## src/hw/rtl/dtsp_pkg.sv

```systemverilog
// Shared types and constants for the date/time string parser.
`timescale 1ns / 1ps

package dtsp_pkg;

    localparam int unsigned CHAR_W  = 8;
    localparam int unsigned NUM_W   = 14;
    localparam int unsigned MONTH_W = 4;
    localparam int unsigned LEN_W   = 3;
    localparam int unsigned FIELD_W = 3;
    localparam int unsigned TOK_DEPTH = 4;

    localparam logic [CHAR_W-1:0] CHAR_END   = 8'h00;
    localparam logic [CHAR_W-1:0] CHAR_SPACE = 8'h20;
    localparam logic [CHAR_W-1:0] CHAR_COLON = 8'h3A;
    localparam logic [CHAR_W-1:0] CHAR_ZERO  = 8'h30;
    localparam logic [CHAR_W-1:0] CHAR_NINE  = 8'h39;

    // Token order within one string
    localparam logic [FIELD_W-1:0] FIELD_WEEKDAY = 3'd0;
    localparam logic [FIELD_W-1:0] FIELD_MONTH   = 3'd1;
    localparam logic [FIELD_W-1:0] FIELD_DAY     = 3'd2;
    localparam logic [FIELD_W-1:0] FIELD_HOURS   = 3'd3;
    localparam logic [FIELD_W-1:0] FIELD_MINUTES = 3'd4;
    localparam logic [FIELD_W-1:0] FIELD_SECONDS = 3'd5;
    localparam logic [FIELD_W-1:0] FIELD_YEAR    = 3'd6;
    localparam logic [FIELD_W-1:0] FIELD_LAST    = 3'd7;

    localparam logic [LEN_W-1:0] MONTH_NAME_LEN = 3'd3;
    localparam logic [LEN_W-1:0] TOKEN_FULL_LEN = 3'd4;

    localparam logic [4*CHAR_W-1:0] EPOCH_YEAR = "1970";

    localparam logic [3*CHAR_W-1:0] MONTH_NAMES [12] = '{
        "Jan", "Feb", "Mar", "Apr", "May", "Jun",
        "Jul", "Aug", "Sep", "Oct", "Nov", "Dec"
    };

    typedef logic [CHAR_W-1:0] t_char;
    typedef logic [NUM_W-1:0]  t_num;

    typedef struct packed {
        logic [MONTH_W-1:0] month;
        t_num               day;
        t_num               hours;
        t_num               minutes;
        t_num               seconds;
        t_num               year;
    } t_result;

    typedef struct packed {
        logic  valid;
        t_char char_code;
    } t_step;

    typedef struct packed {
        logic    valid;
        t_result fields;
    } t_emit;

    // Month number 1..12 from a three-letter name, 0 when nothing matches
    function automatic logic [MONTH_W-1:0] month_code(input logic [3*CHAR_W-1:0] name);
        logic [MONTH_W-1:0] code;
        code = '0;
        for (int m = 0; m < 12; m++) begin
            if (name == MONTH_NAMES[m]) begin
                code = MONTH_W'(m + 1);
            end
        end
        return code;
    endfunction

endpackage

```

## src/hw/rtl/dtsp_char_if.sv

```systemverilog
// Character input channel: valid/ready with one byte of payload.
`timescale 1ns / 1ps

interface dtsp_char_if;
    logic        valid;
    logic        ready;
    logic [7:0]  char_code;

    modport source (output valid, output char_code, input ready);
    modport sink   (input valid, input char_code, output ready);
endinterface

```

## src/hw/rtl/dtsp_result_if.sv

```systemverilog
// Result channel: valid/ready with the parsed date fields.
`timescale 1ns / 1ps

interface dtsp_result_if;
    logic        valid;
    logic        ready;
    logic [3:0]  month;
    logic [13:0] day;
    logic [13:0] hours;
    logic [13:0] minutes;
    logic [13:0] seconds;
    logic [13:0] year;

    modport source (output valid, output month, output day, output hours,
                    output minutes, output seconds, output year, input ready);
    modport sink   (input valid, input month, input day, input hours,
                    input minutes, input seconds, input year, output ready);
endinterface

```

## src/hw/rtl/dtsp_lead_digits.sv

```systemverilog
// Decimal value of the leading digits of a token of up to four characters.
`timescale 1ns / 1ps

module dtsp_lead_digits (
    input  dtsp_pkg::t_char                i_chars [dtsp_pkg::TOK_DEPTH],
    input  logic [dtsp_pkg::LEN_W-1:0]     i_len,
    output dtsp_pkg::t_num                 o_value
);

    always_comb begin
        dtsp_pkg::t_num v;
        logic           stop;
        v    = '0;
        stop = 1'b0;
        for (int i = 0; i < dtsp_pkg::TOK_DEPTH; i++) begin
            if (!stop && (i_len > dtsp_pkg::LEN_W'(i)) &&
                (i_chars[i] >= dtsp_pkg::CHAR_ZERO) &&
                (i_chars[i] <= dtsp_pkg::CHAR_NINE)) begin
                // times ten as shift and add, then add the digit
                v = (v << 3) + (v << 1)
                    + dtsp_pkg::NUM_W'(i_chars[i] - dtsp_pkg::CHAR_ZERO);
            end else begin
                stop = 1'b1;
            end
        end
        o_value = v;
    end

endmodule

```

## src/hw/rtl/dtsp_token_parse.sv

```systemverilog
// Token store and field state; closes tokens and builds the result on the end byte.
`timescale 1ns / 1ps

module dtsp_token_parse (
    input  logic            i_clk,
    input  logic            i_rst_n,
    input  dtsp_pkg::t_step i_step,
    output dtsp_pkg::t_emit o_emit
);

    dtsp_pkg::t_char               r_chars [dtsp_pkg::TOK_DEPTH];
    logic [dtsp_pkg::LEN_W-1:0]    r_len;
    logic [dtsp_pkg::FIELD_W-1:0]  r_field;
    dtsp_pkg::t_result             r_vals;
    logic                          r_rejected;

    dtsp_pkg::t_result             n_vals;
    logic                          n_rejected;

    logic           is_delim;
    logic           close_tok;
    logic           store_tok;
    logic           end_byte;
    logic           is_epoch;
    dtsp_pkg::t_num lead_value;

    dtsp_lead_digits u_lead (
        .i_chars (r_chars),
        .i_len   (r_len),
        .o_value (lead_value)
    );

    // A full token is closed by the next character, which is dropped
    assign is_delim  = (i_step.char_code == dtsp_pkg::CHAR_SPACE) ||
                       (i_step.char_code == dtsp_pkg::CHAR_COLON) ||
                       (i_step.char_code == dtsp_pkg::CHAR_END)   ||
                       (r_len >= dtsp_pkg::TOKEN_FULL_LEN);
    assign close_tok = i_step.valid && is_delim;
    assign store_tok = i_step.valid && !is_delim;
    assign end_byte  = i_step.valid && (i_step.char_code == dtsp_pkg::CHAR_END);
    assign is_epoch  = (r_len == dtsp_pkg::TOKEN_FULL_LEN) &&
                       ({r_chars[0], r_chars[1], r_chars[2], r_chars[3]} ==
                        dtsp_pkg::EPOCH_YEAR);

    always_comb begin
        n_vals     = r_vals;
        n_rejected = r_rejected;
        if (close_tok) begin
            case (r_field)
                dtsp_pkg::FIELD_MONTH: begin
                    n_vals.month = (r_len == dtsp_pkg::MONTH_NAME_LEN) ?
                        dtsp_pkg::month_code({r_chars[0], r_chars[1], r_chars[2]}) : '0;
                end
                dtsp_pkg::FIELD_DAY:     n_vals.day     = lead_value;
                dtsp_pkg::FIELD_HOURS:   n_vals.hours   = lead_value;
                dtsp_pkg::FIELD_MINUTES: n_vals.minutes = lead_value;
                dtsp_pkg::FIELD_SECONDS: n_vals.seconds = lead_value;
                dtsp_pkg::FIELD_YEAR: begin
                    if (is_epoch) begin
                        n_rejected = 1'b1;
                    end else begin
                        n_vals.year = lead_value;
                    end
                end
                default: ;
            endcase
        end
    end

    assign o_emit.valid  = end_byte && !n_rejected;
    assign o_emit.fields = n_vals;

    always_ff @(posedge i_clk) begin
        if (!i_rst_n) begin
            r_len      <= '0;
            r_field    <= dtsp_pkg::FIELD_WEEKDAY;
            r_vals     <= '0;
            r_rejected <= 1'b0;
        end else if (end_byte) begin
            // clear everything for the next string
            r_len      <= '0;
            r_field    <= dtsp_pkg::FIELD_WEEKDAY;
            r_vals     <= '0;
            r_rejected <= 1'b0;
        end else if (close_tok) begin
            r_len      <= '0;
            r_vals     <= n_vals;
            r_rejected <= n_rejected;
            if (r_field != dtsp_pkg::FIELD_LAST) begin
                r_field <= r_field + 1'b1;
            end
        end else if (store_tok) begin
            r_len <= r_len + 1'b1;
        end
    end

    always_ff @(posedge i_clk) begin
        if (store_tok) begin
            r_chars[r_len[1:0]] <= i_step.char_code;
        end
    end

endmodule

```

## src/hw/rtl/date_time_string_parser_unit.sv

```systemverilog
// Top level of the date/time string parser: input register, parser, result register.
//
//  channel   | dir | payload                                   | handshake
//  i_char    | in  | char_code[7:0]                            | valid/ready
//  o_result  | out | month[3:0] day hours minutes seconds year | valid/ready
//
// One character per cycle sustained; a character is held in the input register and is
// then folded into the token state.
// A result loads into the output register on the same edge that folds its end byte
// into the token state.
// Reset (i_rst_n low, synchronous) clears token length, field state and both valids.
// The input register only waits when it holds an end byte and the output register is
// still full; other characters keep moving.
`timescale 1ns / 1ps

module date_time_string_parser_unit (
    input  logic          i_clk,
    input  logic          i_rst_n,
    dtsp_char_if.sink     i_char,
    dtsp_result_if.source o_result
);

    logic              r_in_valid;
    dtsp_pkg::t_char   r_in_char;
    logic              r_out_valid;
    dtsp_pkg::t_result r_out;

    logic              out_free;
    logic              proc;
    logic              load_out;
    dtsp_pkg::t_step   step;
    dtsp_pkg::t_emit   emit;

    assign out_free = !r_out_valid || o_result.ready;
    // Non-end characters never produce a transaction, so they never wait
    assign proc     = r_in_valid && (out_free || (r_in_char != dtsp_pkg::CHAR_END));
    assign i_char.ready = !r_in_valid || proc;

    assign step.valid     = proc;
    assign step.char_code = r_in_char;

    dtsp_token_parse u_parse (
        .i_clk   (i_clk),
        .i_rst_n (i_rst_n),
        .i_step  (step),
        .o_emit  (emit)
    );

    assign load_out = emit.valid;

    always_ff @(posedge i_clk) begin
        if (!i_rst_n) begin
            r_in_valid <= 1'b0;
        end else if (i_char.ready) begin
            r_in_valid <= i_char.valid;
        end
    end

    always_ff @(posedge i_clk) begin
        if (i_char.ready && i_char.valid) begin
            r_in_char <= i_char.char_code;
        end
    end

    always_ff @(posedge i_clk) begin
        if (!i_rst_n) begin
            r_out_valid <= 1'b0;
        end else if (load_out) begin
            r_out_valid <= 1'b1;
        end else if (o_result.ready) begin
            r_out_valid <= 1'b0;
        end
    end

    always_ff @(posedge i_clk) begin
        if (load_out) begin
            r_out <= emit.fields;
        end
    end

    assign o_result.valid   = r_out_valid;
    assign o_result.month   = r_out.month;
    assign o_result.day     = r_out.day;
    assign o_result.hours   = r_out.hours;
    assign o_result.minutes = r_out.minutes;
    assign o_result.seconds = r_out.seconds;
    assign o_result.year    = r_out.year;

    // A held character must not be overwritten
    a_in_hold: assert property (@(posedge i_clk) disable iff (!i_rst_n)
        (r_in_valid && !proc) |=> (r_in_valid && $stable(r_in_char)))
        else $error("input register lost a held character");

    // A result only loads when the output register can take it
    a_out_free: assert property (@(posedge i_clk) disable iff (!i_rst_n)
        load_out |-> out_free)
        else $error("result loaded over an untaken transaction");

    // Only the end byte produces a result
    a_end_only: assert property (@(posedge i_clk) disable iff (!i_rst_n)
        load_out |-> (proc && (r_in_char == dtsp_pkg::CHAR_END)))
        else $error("result produced by a non-end character");

endmodule
```

## src/flat_wrapper.sv

```systemverilog
// flat-port wrapper written by rule: the top's interface ports become plain ports
module date_time_string_parser_unit_flat 
  (i_clk, i_rst_n, i_char_valid, i_char_char_code, i_char_ready, o_result_valid, o_result_month, o_result_day, o_result_hours, o_result_minutes, o_result_seconds, o_result_year, o_result_ready);
  dtsp_char_if i_char_i ();
  dtsp_result_if o_result_i ();
  input  logic i_clk;
  input  logic i_rst_n;
  input wire logic [$bits(i_char_i.valid)-1:0] i_char_valid;
  input wire logic [$bits(i_char_i.char_code)-1:0] i_char_char_code;
  output wire logic [$bits(i_char_i.ready)-1:0] i_char_ready;
  output wire logic [$bits(o_result_i.valid)-1:0] o_result_valid;
  output wire logic [$bits(o_result_i.month)-1:0] o_result_month;
  output wire logic [$bits(o_result_i.day)-1:0] o_result_day;
  output wire logic [$bits(o_result_i.hours)-1:0] o_result_hours;
  output wire logic [$bits(o_result_i.minutes)-1:0] o_result_minutes;
  output wire logic [$bits(o_result_i.seconds)-1:0] o_result_seconds;
  output wire logic [$bits(o_result_i.year)-1:0] o_result_year;
  input wire logic [$bits(o_result_i.ready)-1:0] o_result_ready;
  assign i_char_i.valid = i_char_valid;
  assign i_char_i.char_code = i_char_char_code;
  assign i_char_ready = i_char_i.ready;
  assign o_result_valid = o_result_i.valid;
  assign o_result_month = o_result_i.month;
  assign o_result_day = o_result_i.day;
  assign o_result_hours = o_result_i.hours;
  assign o_result_minutes = o_result_i.minutes;
  assign o_result_seconds = o_result_i.seconds;
  assign o_result_year = o_result_i.year;
  assign o_result_i.ready = o_result_ready;
  date_time_string_parser_unit u_core (.i_clk(i_clk), .i_rst_n(i_rst_n), .i_char(i_char_i), .o_result(o_result_i));
endmodule
```

## config.mk

```make
export PLATFORM = sky130hd
export DESIGN_NAME = date_time_string_parser_unit_flat
export DESIGN_NICKNAME = d
export VERILOG_FILES = /design/src/hw/rtl/dtsp_pkg.sv /design/src/hw/rtl/dtsp_char_if.sv /design/src/hw/rtl/dtsp_result_if.sv /design/src/hw/rtl/dtsp_lead_digits.sv /design/src/hw/rtl/dtsp_token_parse.sv /design/src/hw/rtl/date_time_string_parser_unit.sv /design/src/flat_wrapper.sv
export SDC_FILE = /design/constraint.sdc
export NUM_CORES = 1
export LEC_CHECK = 0
export BUFFER_PORTS_ARGS = -buffer_cell sky130_fd_sc_hd__buf_2
export CAP_MARGIN = 10
export CORE_MARGIN = 3
export CORE_UTILIZATION = 50
export CTS_CLUSTER_DIAMETER = 40
export DETAILED_ROUTE_END_ITERATION = 7
export GPL_ROUTABILITY_DRIVEN = 0
export PLACE_DENSITY = 0.69
export SYNTH_ARGS = -nofsm -noshare
export SYNTH_HDL_FRONTEND = slang
export SYNTH_HIERARCHICAL = 1
export SYNTH_SLANG_ARGS = --single-unit
```

## constraint.sdc

```tcl
create_clock -name i_clk -period 11.15 [get_ports i_clk]
set_input_delay 2.23 -clock i_clk [delete_from_list [all_inputs] [get_ports i_clk]]
set_output_delay 2.23 -clock i_clk [all_outputs]
set_load 0.1 [all_outputs]
```

==> results_dict.tcl, run 1 <==
set metrics [dict create \
    status "finished, final reports clean" \
    critPathBufInv 2 \
    clock.fmax_mhz 118 \
    viasPerCell 5.48 \
    hpwl_mm 16.2 \
    cts_buffers 17 \
    layout_common_cells "edfxtp_1 (114), buf_2 (87), dfxtp_1 (83)" \
    grt_max_degree 76 \
    nets 1104 \
    first_pass_iters 5 \
    tightest_slew_ps 1030 \
    die_x_um 152 \
    post-route-period-util_pct 76.1 \
    finalClockSkew_ps 22.9 \
    cp_max_fo 20 \
    required_ps 11330 \
    clock_path_buffers 2 \
    fin_setup_tns_ps 0 \
    postCtsResizedCells 0 \
    cts_tree "built" \
    synthArstFlopShare_pct 0 \
    insertion_delay_ps 440 \
    ios 88 \
    slew_viol_final 0 \
    coreArea_um2 20600 \
    post_cts_buffers 0 \
    slowest_stage "and3_1" \
    ir_worst_vdd_mv 0.106 \
    row_count 52 \
    rsz0062_at_grt "false" \
    finish.utilization_pct 58.3 \
    cp-start-kind "register" \
    p_per_area_nw_per_um2 121 \
    clk_pin_slew_ps 80 \
    hold_viol 0 \
    synth_area_leaders "edfxtp_1 (32%), dfxtp_1 (16%), mux2_2 (6.8%)" \
    overflow 0 \
    htreeDepth 4 \
    synth_ff_type "edfxtp_1" \
    setup_viol 0 \
    area_delta_synth_final_pct 12.6 \
    syn_area_um2 10700 \
    fill_cells 1675 \
    grt_pass1_wl_mm 37.3 \
    maxCapViolCount 0 \
    dp_slack_ps 2650 \
    slew_headroom_pct 29.3 \
    drtIter0Drc 686 \
    hold-worst-slack_ps 498 \
    arrival_ps 8670 \
    antenna_found_initial 1 \
    cts_hold_buf 0 \
    final_common_cell "edfxtp_1" \
    synth_edf_count 114 \
    drive_gt1_share_pct 22.9 \
    postSynthAreaPerCell_um2 11.6 \
    dieArea_um2 23200 \
    initial_core_util_pct 51.8 \
    dpl.cell_count 1260 \
    yosysWarnings 6 \
    cpPeakStageDelay_ps 660 \
    final_cells 1292 \
    drc 0 \
    antenna_left 0 \
    synth_area_leader_cell "edfxtp_1" \
    p_leak_nw 5.09 \
    port_buffers 87 \
    grtUsageTotal_pct 19.8 \
    grt_pass1_vias 7023 \
    min_period_ps 8480 \
    routed_wl_mm 22.8 \
    synth_cell_types 85 \
    synth_seq_cells 197 \
    syn_inst 920 \
    timing.final.ws_setup_ps 2670 \
    synth_top_area_share_pct 32.0 \
    ys_seq_area_share_pct 47.6 \
    clock-root-buffer "clkbuf_16" \
    num_vias 7079 \
    die_h_um 152 \
    hold_class "reg -> reg" \
    worst_setup_path_end_kind "register" \
    wire_per_inst_um 17.6 \
    criticalPathCategory "reg -> reg" \
    cts_sinks 197 \
    critPathTopFamily "adder cells" \
    antenna_cells 0 \
    synth_nets 1015 \
]
where the power goes:
part	switching, mW	total (mW)	leakage (nW)	internal (mW)
sequential	0.0131	0.783	1.76	0.770
clock	0.321	0.634	0.304	0.313
combinational	0.0256	0.0414	3.02	0.0157
flip-flops by register name (all words and copies together), names as in the netlist:
| register | count |
|---|---|
| u_core/r_in_char | 8 |
| u_core/o_result.year | 14 |
| u_core/u_parse/r_chars | 32 |
| u_core/u_parse/r_rejected | 1 |
| u_core/u_parse/r_len | 3 |
| u_core/o_result.month | 4 |
| u_core/u_parse/r_vals | 74 |
| u_core/o_result.minutes | 14 |
| u_core/o_result.day | 14 |
| u_core/o_result.seconds | 14 |
| u_core/u_parse/r_field | 3 |
| u_core/r_in_valid | 1 |
| u_core/o_result.valid | 1 |
| u_core/o_result.hours | 14 |
Yosys cell counts (9+ instances only):
library cell	instances
nand2_1	41
dfxtp_1	83
and2_1	78
nand3_1	15
nor3_1	11
fa_1	29
nand2b_1	12
nor4_1	9
clkbuf_1	13
xor2_1	15
ha_1	54
mux2_2	65
nor2_1	55
a21oi_1	36
mux2_4	10
xnor2_1	27
edfxtp_1	114
o21ai_0	23
inv_1	74
final timing paths:
path                                                           start                                end  slack (ps)  cells after the start
worst max-delay path            u_core/u_parse/r_chars[24]$_DFFE_PP_  u_core/o_result.day[13]$_DFFE_PP_        2670                     29
worst min register to register        u_core/r_in_valid$_SDFFE_PN0P_     u_core/r_in_valid$_SDFFE_PN0P_         500                      2
worst max register to register  u_core/u_parse/r_chars[24]$_DFFE_PP_  u_core/o_result.day[13]$_DFFE_PP_        2670                     29
worst min-delay path                  u_core/r_in_valid$_SDFFE_PN0P_     u_core/r_in_valid$_SDFFE_PN0P_         500                      2
worst register-to-register path: cells and delay by family (launching register included):
family,cells,cell delay [ps]
AOI/OAI and AO/OA,9,2480
muxes,1,310
buffers and inverters,2,160
DFF,1,580
xor gates and xnor gates,3,660
adders and majority gates,6,2530
and+or+nand+nor,8,1540
final cells by class:
class	instances	area, µm²	share of cell area, %
well taps	270	338	2.81
repair buffers	92	473	3.93
multi-input cells	626	5220	43.4
clock buffers	17	425	3.54
clock inverters	15	209	1.74
inverters	75	282	2.34
flip-flops and latches	197	5080	42.3
cells by family after synthesis:
| group | count (synthesis) | share of synthesized area [%] |
|---|---|---|
| compound gates | 127 | 8.26 |
| xor+xnor | 43 | 3.65 |
| fa+ha+maj | 83 | 11.8 |
| buf+inv | 97 | 3.66 |
| flops | 197 | 47.6 |
| mux | 84 | 9.21 |
| simple gates | 289 | 15.9 |
through the flow:
stage                     area (µm²)  total power [mW]
after floorplan                10700             0.826
after global placement         11400             0.841
after detailed placement       11400             0.841
after CTS                      12000              1.47
after global routing           12000              1.51
final                          12000              1.46
routing by layer:
layer,part of all wire (%),vias up,GRT usage [%]
met2,47,171,32.5
met4,1.5,2,4.67
met1,47,3415,27.5
met5,0.031,-,0
met3,4.4,35,3.72
li1,-,3456,-
No activity file was read; power rests on OpenSTA's default activity.
==> run 2: changes to the inputs <==
--- a/config.mk
+++ b/config.mk
@@ -12,7 +12,7 @@
 export CTS_CLUSTER_DIAMETER = 40
 export DETAILED_ROUTE_END_ITERATION = 7
 export GPL_ROUTABILITY_DRIVEN = 0
-export PLACE_DENSITY = 0.69
+export PLACE_DENSITY = 0.71
 export SYNTH_ARGS = -nofsm -noshare
 export SYNTH_HDL_FRONTEND = slang
 export SYNTH_HIERARCHICAL = 1
==> constraint.sdc (replaced) <==
create_clock -name i_clk -period 7.04 [get_ports i_clk]
set_input_delay 1.408 -clock i_clk [delete_from_list [all_inputs] [get_ports i_clk]]
set_output_delay 1.408 -clock i_clk [all_outputs]
set_load 0.1 [all_outputs]
==> run 2 against run 1 <==
Sequential cell count stayed put. Cell count is 5.9% higher. Final area is 7.4% higher. Clock power is 54% higher. Non-clock buffer count is 76 higher. First-iteration DRC count is 18% lower. Count of clock-buffer cells in the layout is 1 higher.
==> results_dict.tcl, run 2 (synthesized netlist as in run 1, its figures left out) <==
set metrics [dict create \
    finalClockSkew_ps 18.4 \
    drc 0 \
    cpPeakStageDelay_ps 490 \
    antenna_left 0 \
    setup_viol 0 \
    tightest_slew_ps 940 \
    htreeDepth 4 \
    multi_input_area_um2 5560 \
    hpwl_mm 17.3 \
    row_count 52 \
    final_cells 1368 \
    largest_reg_flops 74 \
    reg2reg_depth 32 \
    p_leak_nw 5.50 \
    ios 88 \
    rr_startpoint "u_core/u_parse/r_chars[29]$_DFFE_PP_" \
    r2r_slack_ps 130 \
    grtUsageTotal_pct 20.6 \
    cp_max_fo 6 \
    coreArea_um2 20600 \
    criticalPathCategory "reg -> reg" \
    wire_per_inst_um 17.6 \
    layout_common_cells "edfxtp_1 (114), buf_2 (87), dfxtp_1 (83)" \
    hold_start "u_core/r_in_valid$_SDFFE_PN0P_" \
    slowest_stage "fa_1" \
    crit-reg2reg-capture "u_core/o_result.hours[13]$_DFFE_PP_" \
    hold_depth 2 \
    grt_max_degree 69 \
    antenna_cells 0 \
    hold_viol 0 \
    post-route-period-util_pct 98.1 \
    num_vias 7441 \
    dieArea_um2 23200 \
    overflow 0 \
    cts_buffers 17 \
    port_buffers 87 \
    cp.depth 32 \
    area_delta_synth_final_pct 20.9 \
    grt_pass1_vias 7325 \
    min_period_ps 6910 \
    maxCapViolCount 0 \
    status "finished, final reports clean" \
    insertion_delay_ps 440 \
    clock-root-buffer "clkbuf_16" \
    cts_tree "built" \
    critPathBufInv 6 \
    dpl_cell_area_um2 12000 \
    cp-startpoint "u_core/u_parse/r_chars[29]$_DFFE_PP_" \
    rsz0062_at_grt "true" \
    worst_setup_path_end_kind "register" \
    clock_path_buffers 2 \
    antenna_found_initial 1 \
    cts_sinks 197 \
    final_common_cell "edfxtp_1" \
    ir_worst_vdd_mv 0.177 \
    die_x_um 152 \
    drive_gt1_share_pct 33.3 \
    drtIter0Drc 565 \
    regArea_um2 5080 \
    dpl.cell_count 1323 \
    top_register "u_core/u_parse/r_vals" \
    critPathTopFamily "adder cells" \
    slew_headroom_pct 35.7 \
    p_per_area_nw_per_um2 178 \
    clock.fmax_mhz 145 \
    first_pass_iters 7 \
    grt_pass1_wl_mm 38.6 \
    hold_class "reg -> reg" \
    fill_cells 1591 \
    cp-start-kind "register" \
    die_h_um 152 \
    fin_area_um2 12900 \
    hold_end "u_core/r_in_valid$_SDFFE_PN0P_" \
    arrival_ps 7090 \
    viasPerCell 5.44 \
    nets 1180 \
    routed_wl_mm 24.1 \
    clk_pin_slew_ps 80 \
    initial_core_util_pct 51.8 \
    required_ps 7220 \
    slew_viol_final 0 \
    finalPower_mw 2.31 \
]
[run 2: cell types whose count changed in the layout (fill, tap and decap cells not counted), sizes merged]
cell / change
bufinv: +1
inv: -2
clkbuf: +1
buf: +76
[run 2: through the flow]
| stage | hold WS, ps | setup TNS, ps | setup WS, ps | utilization, % |
|---|---|---|---|---|
| floorplan | 489 | 0 | 35.0 | - |
| global placement | 482 | 0 | 107 | 57.9 |
| detailed placement | 499 | -208 | -31.1 | 57.9 |
| CTS | 509 | 0 | 2.90 | 60.9 |
| global route | 541 | -1500 | -121 | 62.7 |
| finish | 502 | 0 | 131 | 62.7 |
[run 2: final cells by class]
| cell class | count | area share, % |
|---|---|---|
| Clock buffer | 18 | 3.32 |
| Clock inverter | 14 | 1.41 |
| Inverter | 75 | 2.18 |
| Multi-Input combinational cell | 626 | 43.0 |
| Sequential cell | 197 | 39.3 |
| Tap cell | 270 | 2.61 |
| Timing Repair Buffer | 168 | 8.10 |
[run 2: power breakdown]
| part | internal, mW | total, mW | switching (mW) | leakage (nW) |
|---|---|---|---|---|
| logic | 0.0385 | 0.0910 | 0.0525 | 3.44 |
| registers | 1.22 | 1.24 | 0.0159 | 1.76 |
| clock network | 0.514 | 0.979 | 0.465 | 0.300 |
| total | 1.77 | 2.31 | 0.533 | 5.50 |
[run 2: routing by layer]
layer / up-vias / global-route usage, % / share of wire [%]
met5: - / 0 / 0.037
met4: 2 / 6.85 / 1.7
met3: 32 / 2.98 / 4.0
met2: 174 / 33.9 / 49
met1: 3627 / 28.4 / 46
li1: 3606 / - / -
[run 2: worst max-delay path by stage]
stage,slack [ps],end
2_1_floorplan,40,u_core/o_result.year[13]$_DFFE_PP_
3_3_place_gp,110,u_core/o_result.day[13]$_DFFE_PP_
3_5_place_dp,-30,u_core/o_result.year[13]$_DFFE_PP_
4_1_cts,3,u_core/o_result.year[13]$_DFFE_PP_
5_1_grt,-120,u_core/o_result.hours[13]$_DFFE_PP_
6_report,130,u_core/o_result.hours[13]$_DFFE_PP_
[run 2: repair_timing]
item	CTS	global route
setup endpoints to repair	10	49
buffers inserted	0	13
resized for setup	3	61
pin swaps	3	48
hold buffers	0	0
[run 2: tightest hold or removal path, cell delays in order (launching register included)]
cell and delay (ps):
dfxtp_1 320, nand4_2 80, a21boi_1 60
